[src/hdl/pbq_pkg.sv]
`timescale 1ns / 1ps
// pbq_pkg: shared constants and types for the particle billboard quad expander
// no dependencies; imported by the fifo, front end, back end and top level

package pbq_pkg;

  localparam int MAX_QUADS_DEF  = 1024;
  localparam int FIFO_DEPTH_DEF = 2;
  localparam int VERTS_PER_QUAD = 6;
  localparam int SLOT_W         = 13;
  localparam int HALF_W         = 30;
  localparam int LIFE_W         = 31;
  localparam int RIGHT_W        = 16;
  localparam int CFG_AW         = 4;

  localparam logic [1:0] REG_RIGHT_X = 2'd0;
  localparam logic [1:0] REG_RIGHT_Y = 2'd1;
  localparam logic [1:0] REG_RIGHT_Z = 2'd2;

  localparam logic signed [RIGHT_W-1:0] RIGHT_X_RST = 16'sd16384;
  localparam logic signed [RIGHT_W-1:0] RIGHT_Y_RST = 16'sd0;
  localparam logic signed [RIGHT_W-1:0] RIGHT_Z_RST = 16'sd0;

  typedef struct packed {
    logic signed [RIGHT_W-1:0] x;
    logic signed [RIGHT_W-1:0] y;
    logic signed [RIGHT_W-1:0] z;
  } pbq_right_t;

  typedef struct packed {
    logic signed [31:0] pos_x;
    logic signed [31:0] pos_y;
    logic signed [31:0] pos_z;
    logic [HALF_W-1:0]  half;
    logic [LIFE_W-1:0]  life;
    logic [LIFE_W-1:0]  total;
    logic [7:0]         r;
    logic [7:0]         g;
    logic [7:0]         b;
    logic [7:0]         a;
    logic [SLOT_W-1:0]  slot_base;
  } pbq_item_t;

endpackage

[src/hdl/pbq_if.sv]
`timescale 1ns / 1ps
// pbq_in_if / pbq_out_if: valid/ready channels for particles and vertices
// no dependencies

interface pbq_in_if;
  logic               valid;
  logic               ready;
  logic               frame_start;
  logic signed [31:0] pos_x;
  logic signed [31:0] pos_y;
  logic signed [31:0] pos_z;
  logic [30:0]        edge_size;
  logic signed [31:0] life_left;
  logic [30:0]        life_total;
  logic [7:0]         color_r;
  logic [7:0]         color_g;
  logic [7:0]         color_b;
  logic [7:0]         color_a;

  modport source (output valid, frame_start, pos_x, pos_y, pos_z, edge_size, life_left,
                  life_total, color_r, color_g, color_b, color_a, input ready);
  modport sink (input valid, frame_start, pos_x, pos_y, pos_z, edge_size, life_left,
                life_total, color_r, color_g, color_b, color_a, output ready);
endinterface


[src/hdl/pbq_front.sv]
`timescale 1ns / 1ps
// pbq_front: accepts particles, drops dead ones and those past the quad budget,
// keeps the per-frame quad counter; depends on pbq_pkg and pbq_in_if

module pbq_front
  import pbq_pkg::*;
#(
  parameter int MAX_QUADS = MAX_QUADS_DEF
) (
  input  logic      clk,
  input  logic      rst_n,
  pbq_in_if.sink    in_bus,
  output logic      push,
  output pbq_item_t push_data,
  input  logic      full
);

  localparam int QCW = $clog2(MAX_QUADS + 1);
  localparam int PW  = (QCW + 3 > SLOT_W) ? QCW + 3 : SLOT_W;

  logic [QCW-1:0] quad_count_r;
  logic [QCW-1:0] quad_count_nxt;
  logic [QCW-1:0] qc_cur;
  logic [PW-1:0]  slot_prod;
  logic           take;
  logic           alive;

  assign in_bus.ready = !full;
  assign take         = in_bus.valid && !full;
  assign qc_cur       = in_bus.frame_start ? '0 : quad_count_r;
  assign alive        = !in_bus.life_left[31] && (in_bus.life_left != '0) &&
                        (qc_cur < QCW'(MAX_QUADS));
  assign slot_prod    = PW'(qc_cur) * PW'(VERTS_PER_QUAD);
  assign push         = take && alive;

  always_comb begin
    push_data.pos_x     = in_bus.pos_x;
    push_data.pos_y     = in_bus.pos_y;
    push_data.pos_z     = in_bus.pos_z;
    push_data.half      = in_bus.edge_size[30:1];
    push_data.life      = in_bus.life_left[30:0];
    push_data.total     = in_bus.life_total;
    push_data.r         = in_bus.color_r;
    push_data.g         = in_bus.color_g;
    push_data.b         = in_bus.color_b;
    push_data.a         = in_bus.color_a;
    push_data.slot_base = slot_prod[SLOT_W-1:0];
  end

  always_comb begin
    quad_count_nxt = quad_count_r;
    if (take) begin
      quad_count_nxt = alive ? qc_cur + QCW'(1) : qc_cur;
    end
  end

  always_ff @(posedge clk) begin
    if (!rst_n) begin
      quad_count_r <= '0;
    end else begin
      quad_count_r <= quad_count_nxt;
    end
  end

endmodule

[src/flat_wrapper.sv]
// flat-port wrapper written by rule: the top's interface ports become plain ports
module pbq_front_flat import pbq_pkg::*;
#(
  parameter int MAX_QUADS = MAX_QUADS_DEF
)
  (clk, rst_n, push, push_data, full, in_bus_valid, in_bus_frame_start, in_bus_pos_x, in_bus_pos_y, in_bus_pos_z, in_bus_edge_size, in_bus_life_left, in_bus_life_total, in_bus_color_r, in_bus_color_g, in_bus_color_b, in_bus_color_a, in_bus_ready);
  pbq_in_if in_bus_i ();
  input  logic clk;
  input  logic rst_n;
  output logic push;
  output pbq_item_t push_data;
  input  logic full;
  input wire logic [$bits(in_bus_i.valid)-1:0] in_bus_valid;
  input wire logic [$bits(in_bus_i.frame_start)-1:0] in_bus_frame_start;
  input wire logic [$bits(in_bus_i.pos_x)-1:0] in_bus_pos_x;
  input wire logic [$bits(in_bus_i.pos_y)-1:0] in_bus_pos_y;
  input wire logic [$bits(in_bus_i.pos_z)-1:0] in_bus_pos_z;
  input wire logic [$bits(in_bus_i.edge_size)-1:0] in_bus_edge_size;
  input wire logic [$bits(in_bus_i.life_left)-1:0] in_bus_life_left;
  input wire logic [$bits(in_bus_i.life_total)-1:0] in_bus_life_total;
  input wire logic [$bits(in_bus_i.color_r)-1:0] in_bus_color_r;
  input wire logic [$bits(in_bus_i.color_g)-1:0] in_bus_color_g;
  input wire logic [$bits(in_bus_i.color_b)-1:0] in_bus_color_b;
  input wire logic [$bits(in_bus_i.color_a)-1:0] in_bus_color_a;
  output wire logic [$bits(in_bus_i.ready)-1:0] in_bus_ready;
  assign in_bus_i.valid = in_bus_valid;
  assign in_bus_i.frame_start = in_bus_frame_start;
  assign in_bus_i.pos_x = in_bus_pos_x;
  assign in_bus_i.pos_y = in_bus_pos_y;
  assign in_bus_i.pos_z = in_bus_pos_z;
  assign in_bus_i.edge_size = in_bus_edge_size;
  assign in_bus_i.life_left = in_bus_life_left;
  assign in_bus_i.life_total = in_bus_life_total;
  assign in_bus_i.color_r = in_bus_color_r;
  assign in_bus_i.color_g = in_bus_color_g;
  assign in_bus_i.color_b = in_bus_color_b;
  assign in_bus_i.color_a = in_bus_color_a;
  assign in_bus_ready = in_bus_i.ready;
  pbq_front #(.MAX_QUADS(MAX_QUADS)) u_core (.clk(clk), .rst_n(rst_n), .in_bus(in_bus_i), .push(push), .push_data(push_data), .full(full));
endmodule
[config.mk]
export PLATFORM = sky130hd
export DESIGN_NAME = pbq_front_flat
export DESIGN_NICKNAME = d
export VERILOG_FILES = /design/src/hdl/pbq_pkg.sv /design/src/hdl/pbq_if.sv /design/src/hdl/pbq_front.sv /design/src/flat_wrapper.sv
export SDC_FILE = /design/constraint.sdc
export NUM_CORES = 1
export LEC_CHECK = 0
export BUFFER_PORTS_ARGS = -buffer_cell sky130_fd_sc_hd__buf_4
export CAP_MARGIN = 10
export CORE_AREA = 3 3 179 181
export DETAILED_ROUTE_END_ITERATION = 16
export DIE_AREA = 0 0 182 184
export PLACE_DENSITY_LB_ADDON = 0.1
export SETUP_SLACK_MARGIN = 0.15
export SYNTH_ARGS = -nofsm -noshare
export SYNTH_HDL_FRONTEND = slang
export SYNTH_SLANG_ARGS = --single-unit
[constraint.sdc]
create_clock -name clk -period 2.5 [get_ports clk]
set_input_delay 0.125 -clock clk [delete_from_list [all_inputs] [get_ports clk]]
set_output_delay 0.125 -clock clk [all_outputs]
set_load 0.005 [all_outputs]
==> impl_results.md <==
* Crit-path cells: nor2b_4 > ha_4 > ha_4 > or2_4 > a21o_1 > a31oi_2 > buf_4 > nand4b_1 > nand4_1 > buf_4
* Slowest cell on the critical path: dfxtp_4
* Grt ovf at 0
* Vias per inst at about 3
* Synthesized instance count at 408
* Number of nets in the layout at 514
* Outcome: finished clean
* Hold Violations, Final at 0
* Setup violators final at 0
* Top flop regs: u_core.quad_count_r: 11 flops
* RePlAce Congestion at 0.6843
* H-tree depth reported by CTS at 1
* Starting Density at around a tenth
* Diode count at 0
* FILL cells at about 3600
* Cts bufs inserted at 3
* Crit path DAT at about 2.2 ns
* Share of layout cells above drive strength 1 at 44.13%
* Final worst path period need at 2.368 ns
* Register area share after synthesis at 7.436%
* Vias in the first global route at between 2000 and 2500
* Inst Count DP at between 600 and 700
* Clock transition at path regs at roughly 0.050 ns
* Post-synth ARST share at 0%
* Synthesized area per cell at 7.259 um2
* PortBufs at 81
* Core ar. at 30590 um2
* Final antenna-violating net count at 0
* Worst R2R Path Depth at 7
* Largest net degree at the start of global routing at 14
* FP Rows at 64
* Most used flip-flop cell after synthesis: dfxtp_1
* Layout Utilization at 8.688%
* Top post-synthesis cells by area: buf_4, dfxtp_1, a21oi_1, ha_1, nor4_1
* Max Slew Vio Count at 0
* Synthesized Nets at 640
* Max-Cap Viols at 0
* GR Util All Layers at 5.682%
* R2R Path Start: u_core.quad_count_r[0]$_SDFFE_PN0P_
* Cell leakage power at 0.0009795 uW
* TritonCTS Sinks at 11
* Die area at 33490 um2
* Number of flops mapped to enable cells by yosys at 0
* DP HPWL at about 8.5 mm
* Clock skew at 0.0008172 ns
* Period Utilization, post-route at 94.72%
* Max VDD drop at 0.1372 mV
* Register-to-register setup slack at 0.53 ns
* Yosys top cell area share at a little under three fifths
* Via count at 1997
* Pre-antenna DRT Iters at 4
* Ports at around 460
* Synthesis Warnings at 0
* Die X at between 150 and 200 um
* Initial antenna violation count at 0
* Worst EP required at about 2.4 ns
* Drt drc at 0
* Multi-input logic area at 1046 um2
* Post-route insts no fill at around 680
* First DRT Iteration DRCs at 58
* Clock buffer depth at 2
* Hold Path End: u_core.quad_count_r[8]$_SDFFE_PN0P_
* Fmax at 422.3 MHz
* Max reg flops at 11
* Crit-path max cell delay at 0.34 ns
* Synth top cells by count: buf_4, nand2_1, a21oi_1
* Yosys reg bits at 11
* Worst hold start: rst_n
* Reg2reg end: u_core.quad_count_r[8]$_SDFFE_PN0P_
* Max Fanout on Critical Path at 5
* CTS Hold Bufs at 0
* Register Area at between 200 and 250 um2
* Crit end category: output port
* Total Neg Setup Slack at 0 ns
* Largest Register: u_core.quad_count_r
* First-pass GRT wire length at 14.61 mm
* WHS Path Cells at 2
* Layout area overhead at -10.27%
* Die Ht at 184 um
* WL per Instance at 14.76 um
* Clk_lat worst skew at 0.24 ns
* Cell Area, Synth at slightly below 3000 um2
* CTS tree: built
* Pwr/cell area at 239.6 nW/um2
* Final WL at 9.994 mm
* Crit path kind: reg -> out
* RSZ-0062 raised after global routing: true
* Distinct cell type count of the synthesized netlist at 52
* Hold WC Path Type: in -> reg
* Most common cell in the netlist: buf_4
* CP startpoint kind: register
* Root Buffer: clkbuf_16
* Area leader, netlist: buf_4
## timing repair
action	in CTS	in global routing
buffers inserted	4	1
pin swaps	7	8
setup endpoints to repair	6	6
gates resized for setup	12	4
## cells by family (layout without fill, tap and decap cells)
group	Yosys count	after routing	synth area share [%]
simple gates	78	78	14.74
compound gates	53	53	11.91
xor+xnor	10	10	2.957
other cells	1	1	0.1266
fa+ha+maj	5	5	2.112
buf+inv	246	119	59.36
flops	11	11	7.436
mux	4	4	1.352
## through the flow
step / setup slack, ns / hold slack [ns] / power (uW) / instance area (um2)
2_1_floorplan: 0.2555 / 0.2844 / 493.4 / 2962
3_3_place_gp: 0.1334 / 0.2500 / 342.7 / 2475
3_5_place_dp: 0.08838 / 0.2500 / 342.2 / 2475
4_1_cts: 0.09734 / 0.2141 / 650.6 / 2628
5_1_grt: 0.03335 / 0.2292 / 673.8 / 2658
6_report: 0.1321 / 0.2036 / 636.8 / 2658
## worst max path at each step
stage | from | end | slack [ns] | cells after the start
finish | u_core.quad_count_r[1]$_SDFFE_PN0P_ | push_data[12] | 0.13 | 10
global route | u_core.quad_count_r[1]$_SDFFE_PN0P_ | push_data[12] | 0.03 | 10
CTS | u_core.quad_count_r[1]$_SDFFE_PN0P_ | push_data[12] | 0.1 | 10
detailed placement | u_core.quad_count_r[1]$_SDFFE_PN0P_ | push_data[12] | 0.09 | 10
global placement | u_core.quad_count_r[1]$_SDFFE_PN0P_ | push_data[12] | 0.13 | 10
floorplan | in_bus_frame_start | push_data[12] | 0.26 | 10
## layer usage
layer / vias up / GRT usage (%) / wire [um]
li1: 882 / - / -
met1: 917 / 6.788 / 4071
met2: 116 / 9.106 / 4643
met3: 82 / 1.365 / 768
met4: 0 / 3.717 / 510
met5: - / 0 / 0
## power breakdown
group          switching [uW]  internal [uW]
sequential              0.517            176
combinational            73.0           84.4
clock                    87.9            215
total                     161            475
## final cells by class
| type | count | share of cell area, % |
|---|---|---|
| clock buffers | 4 | 2.966 |
| flip-flops and latches | 11 | 8.427 |
| repair buffers | 101 | 28.53 |
| inverters | 14 | 2.072 |
| well taps | 396 | 18.64 |
| multi-input cells | 151 | 39.36 |
## critical path: cells and delay by family (launching register included)
kind / cells / cell delay [ns]
simple gates: 4 / 0.60
compound gates: 2 / 0.40
flops: 1 / 0.34
fa+ha+maj: 2 / 0.34
buf+inv: 2 / 0.31
## placed cells by master, fill, tap and decap left out, types with 6 or more instances in the layout
cell type	Yosys	layout
dfxtp_1	11	10
o21ai_0	9	8
nor2b_1	9	7
nand3_1	8	8
nor4_1	10	10
buf_4	221	101
nand2_1	14	14
a21oi_1	13	12
nor2_1	11	11
xnor2_1	6	6
inv_1	11	11
Power figures use the tool's default switching activity.
