**config.mk**
```make
export PLATFORM = sky130hd
export DESIGN_NAME = pbq_fifo
export DESIGN_NICKNAME = d
export VERILOG_FILES = /design/src/hdl/pbq_pkg.sv /design/src/hdl/pbq_fifo.sv
export SDC_FILE = /design/constraint.sdc
export NUM_CORES = 1
export LEC_CHECK = 0
export ABC_AREA = 1
export BUFFER_PORTS_ARGS = -buffer_cell sky130_fd_sc_hd__buf_2
export CORE_MARGIN = 4
export CORE_UTILIZATION = 40
export DETAILED_ROUTE_END_ITERATION = 16
export GPL_TIMING_DRIVEN = 0
export SLEW_MARGIN = 25
export SYNTH_ARGS = -nofsm -noshare
export SYNTH_HDL_FRONTEND = slang
export SYNTH_SLANG_ARGS = --single-unit
```
**constraint.sdc**
```tcl
create_clock -name clk -period 16.5 [get_ports clk]
set_input_delay 3.3 -clock clk [delete_from_list [all_inputs] [get_ports clk]]
set_output_delay 3.3 -clock clk [all_outputs]
set_load 0.05 [all_outputs]
```
**src/hdl/pbq_pkg.sv**
```systemverilog
`timescale 1ns / 1ps
// pbq_pkg: shared constants and types for the particle billboard quad expander
// no dependencies; imported by the fifo, front end, back end and top level

package pbq_pkg;

  localparam int MAX_QUADS_DEF  = 1024;
  localparam int FIFO_DEPTH_DEF = 2;
  localparam int VERTS_PER_QUAD = 6;
  localparam int SLOT_W         = 13;
  localparam int HALF_W         = 30;
  localparam int LIFE_W         = 31;
  localparam int RIGHT_W        = 16;
  localparam int CFG_AW         = 4;

  localparam logic [1:0] REG_RIGHT_X = 2'd0;
  localparam logic [1:0] REG_RIGHT_Y = 2'd1;
  localparam logic [1:0] REG_RIGHT_Z = 2'd2;

  localparam logic signed [RIGHT_W-1:0] RIGHT_X_RST = 16'sd16384;
  localparam logic signed [RIGHT_W-1:0] RIGHT_Y_RST = 16'sd0;
  localparam logic signed [RIGHT_W-1:0] RIGHT_Z_RST = 16'sd0;

  typedef struct packed {
    logic signed [RIGHT_W-1:0] x;
    logic signed [RIGHT_W-1:0] y;
    logic signed [RIGHT_W-1:0] z;
  } pbq_right_t;

  typedef struct packed {
    logic signed [31:0] pos_x;
    logic signed [31:0] pos_y;
    logic signed [31:0] pos_z;
    logic [HALF_W-1:0]  half;
    logic [LIFE_W-1:0]  life;
    logic [LIFE_W-1:0]  total;
    logic [7:0]         r;
    logic [7:0]         g;
    logic [7:0]         b;
    logic [7:0]         a;
    logic [SLOT_W-1:0]  slot_base;
  } pbq_item_t;

endpackage

```
**src/hdl/pbq_fifo.sv**
```systemverilog
`timescale 1ns / 1ps
// pbq_fifo: short register queue of particle requests between front and back end
// depends on pbq_pkg

module pbq_fifo
  import pbq_pkg::*;
#(
  parameter int DEPTH = FIFO_DEPTH_DEF
) (
  input  logic      clk,
  input  logic      rst_n,
  input  logic      wr_en,
  input  pbq_item_t wr_data,
  output logic      full,
  input  logic      rd_en,
  output pbq_item_t rd_data,
  output logic      empty
);

  localparam int AW = (DEPTH > 1) ? $clog2(DEPTH) : 1;
  localparam int CW = $clog2(DEPTH + 1);

  pbq_item_t     mem_r [DEPTH];
  logic [AW-1:0] wr_ptr_r;
  logic [AW-1:0] rd_ptr_r;
  logic [CW-1:0] count_r;
  logic          wr_ok;
  logic          rd_ok;

  assign full    = (count_r == CW'(DEPTH));
  assign empty   = (count_r == '0);
  assign wr_ok   = wr_en && !full;
  assign rd_ok   = rd_en && !empty;
  assign rd_data = mem_r[rd_ptr_r];

  always_ff @(posedge clk) begin
    if (wr_ok) begin
      mem_r[wr_ptr_r] <= wr_data;
    end
  end

  always_ff @(posedge clk) begin
    if (!rst_n) begin
      wr_ptr_r <= '0;
      rd_ptr_r <= '0;
      count_r  <= '0;
    end else begin
      if (wr_ok) begin
        wr_ptr_r <= (wr_ptr_r == AW'(DEPTH - 1)) ? '0 : wr_ptr_r + AW'(1);
      end
      if (rd_ok) begin
        rd_ptr_r <= (rd_ptr_r == AW'(DEPTH - 1)) ? '0 : rd_ptr_r + AW'(1);
      end
      if (wr_ok && !rd_ok) begin
        count_r <= count_r + CW'(1);
      end else if (rd_ok && !wr_ok) begin
        count_r <= count_r - CW'(1);
      end
    end
  end

endmodule

```
==> metrics.cfg, run 1 <==
[floorplan]
start_util_pct=40.8
die_w_um=219
die_area_um2=47800
core_area_um2=43500
dieHeight_um=219
row_count=76
io_pins=472

[logic_synthesis]
synth_area_leaders=edfxtp_1 79%, mux2_4 14%, mux2_2 4.0%
ys_seq_elements=471
syn-instance-count=763
synth.top_cell.area_share_pct=78.8
yosys.area.top_type=edfxtp_1
yosysSeqAreaShare_pct=79.4
yosysWarnings=0
synth_area_per_cell_um2=23.3
synth_nets=1001
netlist_area_um2=17800
ys_types=14

[clocking]
clk-insertion-delay-late_ps=560
clk_pin_slew_worst_paths_ps=60
cts_num_sinks=471
post_cts_resized=0
cts_buffers=49
max-clock-path-buffers=3
cts_setup_buffers=0
cts_tree=done
cts_root_buf=clkbuf_16
cts-hold-fix-buffers=0
h-tree-depth=2

[hold_path]
hp-class=flop to flop

[sta]
rsz0062_at_grt=false
slew_headroom_pct=49.3
finalClockSkew_ps=13.3
worstMarginPinSlew_ps=753
max_freq_mhz=187
period_needed_ps=5350
final_hold_viol_count=0
fin_crit_sh_pct=32.4
hold_ws_ps=535
setup_violations=0
slew_violations=0

[layout]
final_common_cell=buf_2
area_growth_pct=29.8
final_nets=1549
drive_gt1_share_pct=61.1
utilization_pct=53.0
fillers=3549
layout.cell_area.non_filler_um2=23000
most-common-layout-cells=477 x buf_2, 466 x edfxtp_1, 170 x mux2_4
instances_no_fill=1938

[pwr]
ir_worst_vdd_mv=0.124
p_total_mw=3.99
power.density_nw_per_um2=173
leakagePower_nw=8.95

[run_status]
status=finished clean

[grt]
grt_pass1_vias=9534
grt_pass1_wl_mm=57.1
grtUsageTotal_pct=15.9
grt_max_degree=24
grt.overflow.total=0
antenna_found_initial=16

[setup_path]
cp.arrival_ps=2050
critPathLaunchType=flop
critical_path_class=flop to primary output
required_ps=13200
crit_fanout=10
end_kind=primary output

[routing]
vias=9015
drc=0
wl_mm=39.6
avgRoutedWirePerCell_um=20.4
ant_nets=0
firstDrtPassIters=4
viasPerCell=4.65
drt-initial-drc-count=397

[placement]
io_buffer_count=471
dpl_cell_area_um2=21500
place_hpwl_mm=29.3
globalplace.congestion=0.749
placed_cells=1845

[flow_run]
drv_cap=0

[synth_stat cells (all sizes together)]
cell,number
nor2,11
buf,26
ha,1
a21oi,1
nand2,6
nand3,1
dfxtp,5
inv,9
edfxtp,466
mux2,233
nand4,1
o21ai,3
[power breakdown]
group,leakage (nW),internal [mW],switching [mW],total (mW)
combinational,3.86,0.464,0.954,1.42
sequential,4.39,1.51,0.0365,1.55
clock,0.708,0.590,0.437,1.03
total,8.95,2.56,1.43,3.99
[sequential cells by signal, indices dropped and copies added (netlist names), named ones only]
signal / cells
mem_r: 466
count_r: 2
rd_ptr_r: 1
wr_ptr_r: 1
[kinds of logic after synthesis]
family / synth area share, %
buffers and inverters: 1.63
DFF: 79.4
and+or+nand+nor: 0.423
muxes: 18.4
AOI/OAI and AO/OA: 0.113
adders and majority gates: 0.0705
[worst max-delay path: stages, from the launching register on]
cell and delay (ps):
dfxtp_1 320, buf_6 140, buf_6 200, buf_6 230, mux2_4 310, buf_2 240
[layer usage]
metal	up-vias	wire length, um	part of all wire, %	GRT usage (%)
met1	4454	14200	36	17.6
met5	-	95	0.24	0.104
met2	307	20400	51	27.5
met4	14	1160	2.9	6.36
met3	83	3740	9.5	6.37
li1	4157	-	-	-
[final timing paths]
| kind | from | endpoint | slack (ps) | depth (start not counted) |
|---|---|---|---|---|
| min | wr_ptr_r$_SDFFE_PN0P_ | wr_ptr_r$_SDFFE_PN0P_ | 530 | 2 |
| min reg2reg | wr_ptr_r$_SDFFE_PN0P_ | wr_ptr_r$_SDFFE_PN0P_ | 530 | 2 |
| max reg2reg | count_r[0]$_SDFFE_PN0P_ | mem_r[0][209]$_DFFE_PP_ | 13940 | 7 |
| max | flop | rd_data[135] | 11150 | 5 |
[area by class of cell]
cell class / count / area [um2] / share of cell area (%)
sequential: 471 / 14100 / 61.2
tap: 585 / 732 / 3.18
multi-input combinational: 257 / 3380 / 14.7
clock inverter: 23 / 194 / 0.842
clock buffer: 61 / 1270 / 5.52
timing repair buffer: 497 / 3050 / 13.2
antenna: 9 / 22.5 / 0.0978
inverter: 9 / 33.8 / 0.147
buffer: 26 / 255 / 1.11
[stage by stage]
step | TNS [ps] | worst slack (ps)
floorplan | 0 | 2560
global placement | -1820460 | -3940
detailed placement | 0 | 10960
CTS | 0 | 11040
global route | 0 | 11010
finish | 0 | 11150
Power figures use the tool's default switching activity.
==> run 2: changes to the inputs <==
--- a/config.mk
+++ b/config.mk
@@ -5,12 +5,13 @@
 export SDC_FILE = /design/constraint.sdc
 export NUM_CORES = 1
 export LEC_CHECK = 0
-export ABC_AREA = 1
+export ABC_AREA = 0
 export BUFFER_PORTS_ARGS = -buffer_cell sky130_fd_sc_hd__buf_2
 export CORE_MARGIN = 4
 export CORE_UTILIZATION = 40
 export DETAILED_ROUTE_END_ITERATION = 16
 export GPL_TIMING_DRIVEN = 0
+export PLACE_DENSITY = 0.66
 export SLEW_MARGIN = 25
 export SYNTH_ARGS = -nofsm -noshare
 export SYNTH_HDL_FRONTEND = slang
==> constraint.sdc (replaced) <==
create_clock -name clk -period 4.75 [get_ports clk]
set_input_delay 0.95 -clock clk [delete_from_list [all_inputs] [get_ports clk]]
set_output_delay 0.95 -clock clk [all_outputs]
set_load 0.05 [all_outputs]
==> metrics.cfg, run 2 <==
[layout]
instances_no_fill=1924  ; -0.72%
area_growth_pct=28.1
most-common-layout-cells=477 x buf_2, 466 x edfxtp_1, 170 x mux2_4
final_nets=1533  ; -1.0%
largest_register=mem_r
layout.cell_area.non_filler_um2=22700  ; -1.4%
top_regs=mem_r x466, count_r x2
drive_gt1_share_pct=61.8  ; +0.72 points
largest_reg_flops=466  ; unchanged
final_common_cell=buf_2

[grt]
grtUsageTotal_pct=15.5  ; -0.41 points
grt.overflow.total=0  ; unchanged
grt_pass1_wl_mm=56.1  ; -1.8%
grt_max_degree=47  ; +96%
grt_pass1_vias=9483  ; -0.53%
antenna_found_initial=11  ; -5

[floorplan]
row_count=76  ; unchanged
die_w_um=219  ; about the same
start_util_pct=40.8  ; about the same
dieHeight_um=219  ; about the same
core_area_um2=43500  ; unchanged
io_pins=472  ; unchanged
die_area_um2=47800  ; about the same

[sta]
worstMarginPinSlew_ps=681  ; -72.2 ps
fin_crit_sh_pct=63.4
rsz0062_at_grt=false
setup_violations=0  ; unchanged
period_needed_ps=3010
fin_setup_tns_ps=0  ; unchanged
fin_ws_ps=1740  ; -9410 ps
slew_violations=0  ; unchanged
max_freq_mhz=332
slew_headroom_pct=54.6  ; +5.3 points
finalClockSkew_ps=9.67  ; -3.63 ps
final_hold_viol_count=0  ; unchanged

[logic_synthesis]
synth_area_leaders=edfxtp_1 79%, mux2_4 14%, mux2_2 4.0%
ys_seq_elements=471  ; unchanged
synth_edf_count=466  ; unchanged
yosysSeqAreaShare_pct=79.4  ; about the same
yosys.area.top_type=edfxtp_1
yosysWarnings=0  ; unchanged
ys_types=21  ; +7
netlist_area_um2=17700  ; about the same
synth_area_per_cell_um2=23.7  ; +1.7%
synth_nets=988  ; -1.3%
synth.top_cell.area_share_pct=78.9  ; about the same
syn-instance-count=750  ; -1.7%
synthTopCellsByCount=466 x edfxtp_1, 170 x mux2_4, 63 x mux2_2
synth_top_flop_cell=edfxtp_1
yosysMostFrequentCell=edfxtp_1
async_flop_share_pct=0  ; unchanged

[setup_path]
critPathSlowestCell=mux2_4
crit_top_cell=buf_6
slowest_delay_ps=340  ; +20 ps
end_kind=primary output
critPathLaunchType=flop
required_ps=3800  ; -9400 ps
rr_worst_depth=5  ; -2
cp.arrival_ps=2060  ; about the same
critical_path_class=flop to primary output
crit_chain=buf_6 -> buf_6 -> buf_6 -> mux2_4 -> buf_2
crit_fanout=10  ; unchanged

[hold_path]
hp-class=flop to flop
hold_depth=2  ; unchanged

[clocking]
cts_tree=done
max-clock-path-buffers=3  ; unchanged
cts_num_sinks=471  ; unchanged
cts_root_buf=clkbuf_16
clk-insertion-delay-late_ps=560  ; about the same
post_cts_resized=0  ; unchanged
clk_pin_slew_worst_paths_ps=60  ; about the same
h-tree-depth=2  ; unchanged
cts-hold-fix-buffers=0  ; unchanged
cts_setup_buffers=0  ; unchanged
cts_buffers=48  ; -2.0%

[routing]
viasPerCell=4.66  ; +0.17%
wl_mm=38.8  ; -1.9%
firstDrtPassIters=6  ; +2
drt-initial-drc-count=493  ; +24%
drc=0  ; unchanged
vias=8965  ; -0.55%
ant_nets=0  ; unchanged
avgRoutedWirePerCell_um=20.2  ; -1.2%

[placement]
place_ws_ps=1700  ; -9260 ps
io_buffer_count=471  ; unchanged
placed_cells=1830  ; -0.81%
globalplace.congestion=0.765  ; +2.1%
dpl_cell_area_um2=21200  ; -1.5%
place_hpwl_mm=28.2  ; -3.9%

[run_status]
status=finished clean

[pwr]
power.density_nw_per_um2=630  ; +260%
ir_worst_vdd_mv=0.375  ; +200%
p_total_mw=14.3  ; +260%
leakagePower_nw=8.81  ; -1.6%

[flow_run]
drv_cap=0  ; unchanged

-- run 2: layout make-up --
type                            count  area, um2
Clock inverter                     26        210
Inverter                            2       20.0
Sequential cell                   471      14100
Tap cell                          585        732
Timing Repair Buffer              495       2730
Buffer                             26        255
Antenna cell                        9       22.5
Multi-Input combinational cell    251       3400
Fill cell                        3514      20700
Clock buffer                       59       1260
-- run 2: worst paths after layout --
| check | startpoint | to | slack, ps |
|---|---|---|---|
| worst max-delay path | flop | rd_data[117] | 1740 |
| worst min-delay path | count_r[1]$_SDFFE_PN0P_ | count_r[1]$_SDFFE_PN0P_ | 550 |
| worst max register to register | count_r[0]$_SDFFE_PN0P_ | mem_r[1][211]$_DFFE_PP_ | 2330 |
| worst min register to register | count_r[1]$_SDFFE_PN0P_ | count_r[1]$_SDFFE_PN0P_ | 550 |
-- run 2: logic make-up (layout without fill, tap and decap cells) --
kind of cell,after synthesis,after routing,share of synthesized area [%]
adder cells (fa/ha/maj),1,1,0.0705
buffers and inverters,28,608,1.48
flip-flops,471,471,79.4
multiplexers,233,233,18.4
AO/OA/AOI/OAI,5,5,0.183
XOR/XNOR,3,3,0.148
other,0,9,0
AND/OR/NAND/NOR,9,9,0.310
-- run 2: layer usage --
metal  global-route usage (%)  wire (um)  up-vias
met2                     26.9      20200      303
met1                     18.1      14600     4490
met3                     4.71       3030       66
met4                     6.30        933        4
li1                         -          -     4102
met5                        0         27        -
-- run 2: through the flow --
stage / hold slack, ps / utilization, %
global route: 532 / 52.3
floorplan: 483 / -
detailed placement: 533 / 48.8
global placement: 499 / 48.0
finish: 555 / 52.3
CTS: 520 / 52.2
-- run 2: where the power goes --
group / switching (mW) / internal, mW / leakage (nW)
clock: 1.51 / 2.05 / 0.723
sequential: 0.121 / 5.21 / 4.39
combinational: 3.70 / 1.73 / 3.70
total: 5.33 / 8.99 / 8.81
-- run 2: worst max-delay path, delay by kind of cell, from the launching register on --
family / cells / cell delay [ps]
DFF: 1 / 320
muxes: 1 / 340
buffers and inverters: 4 / 830
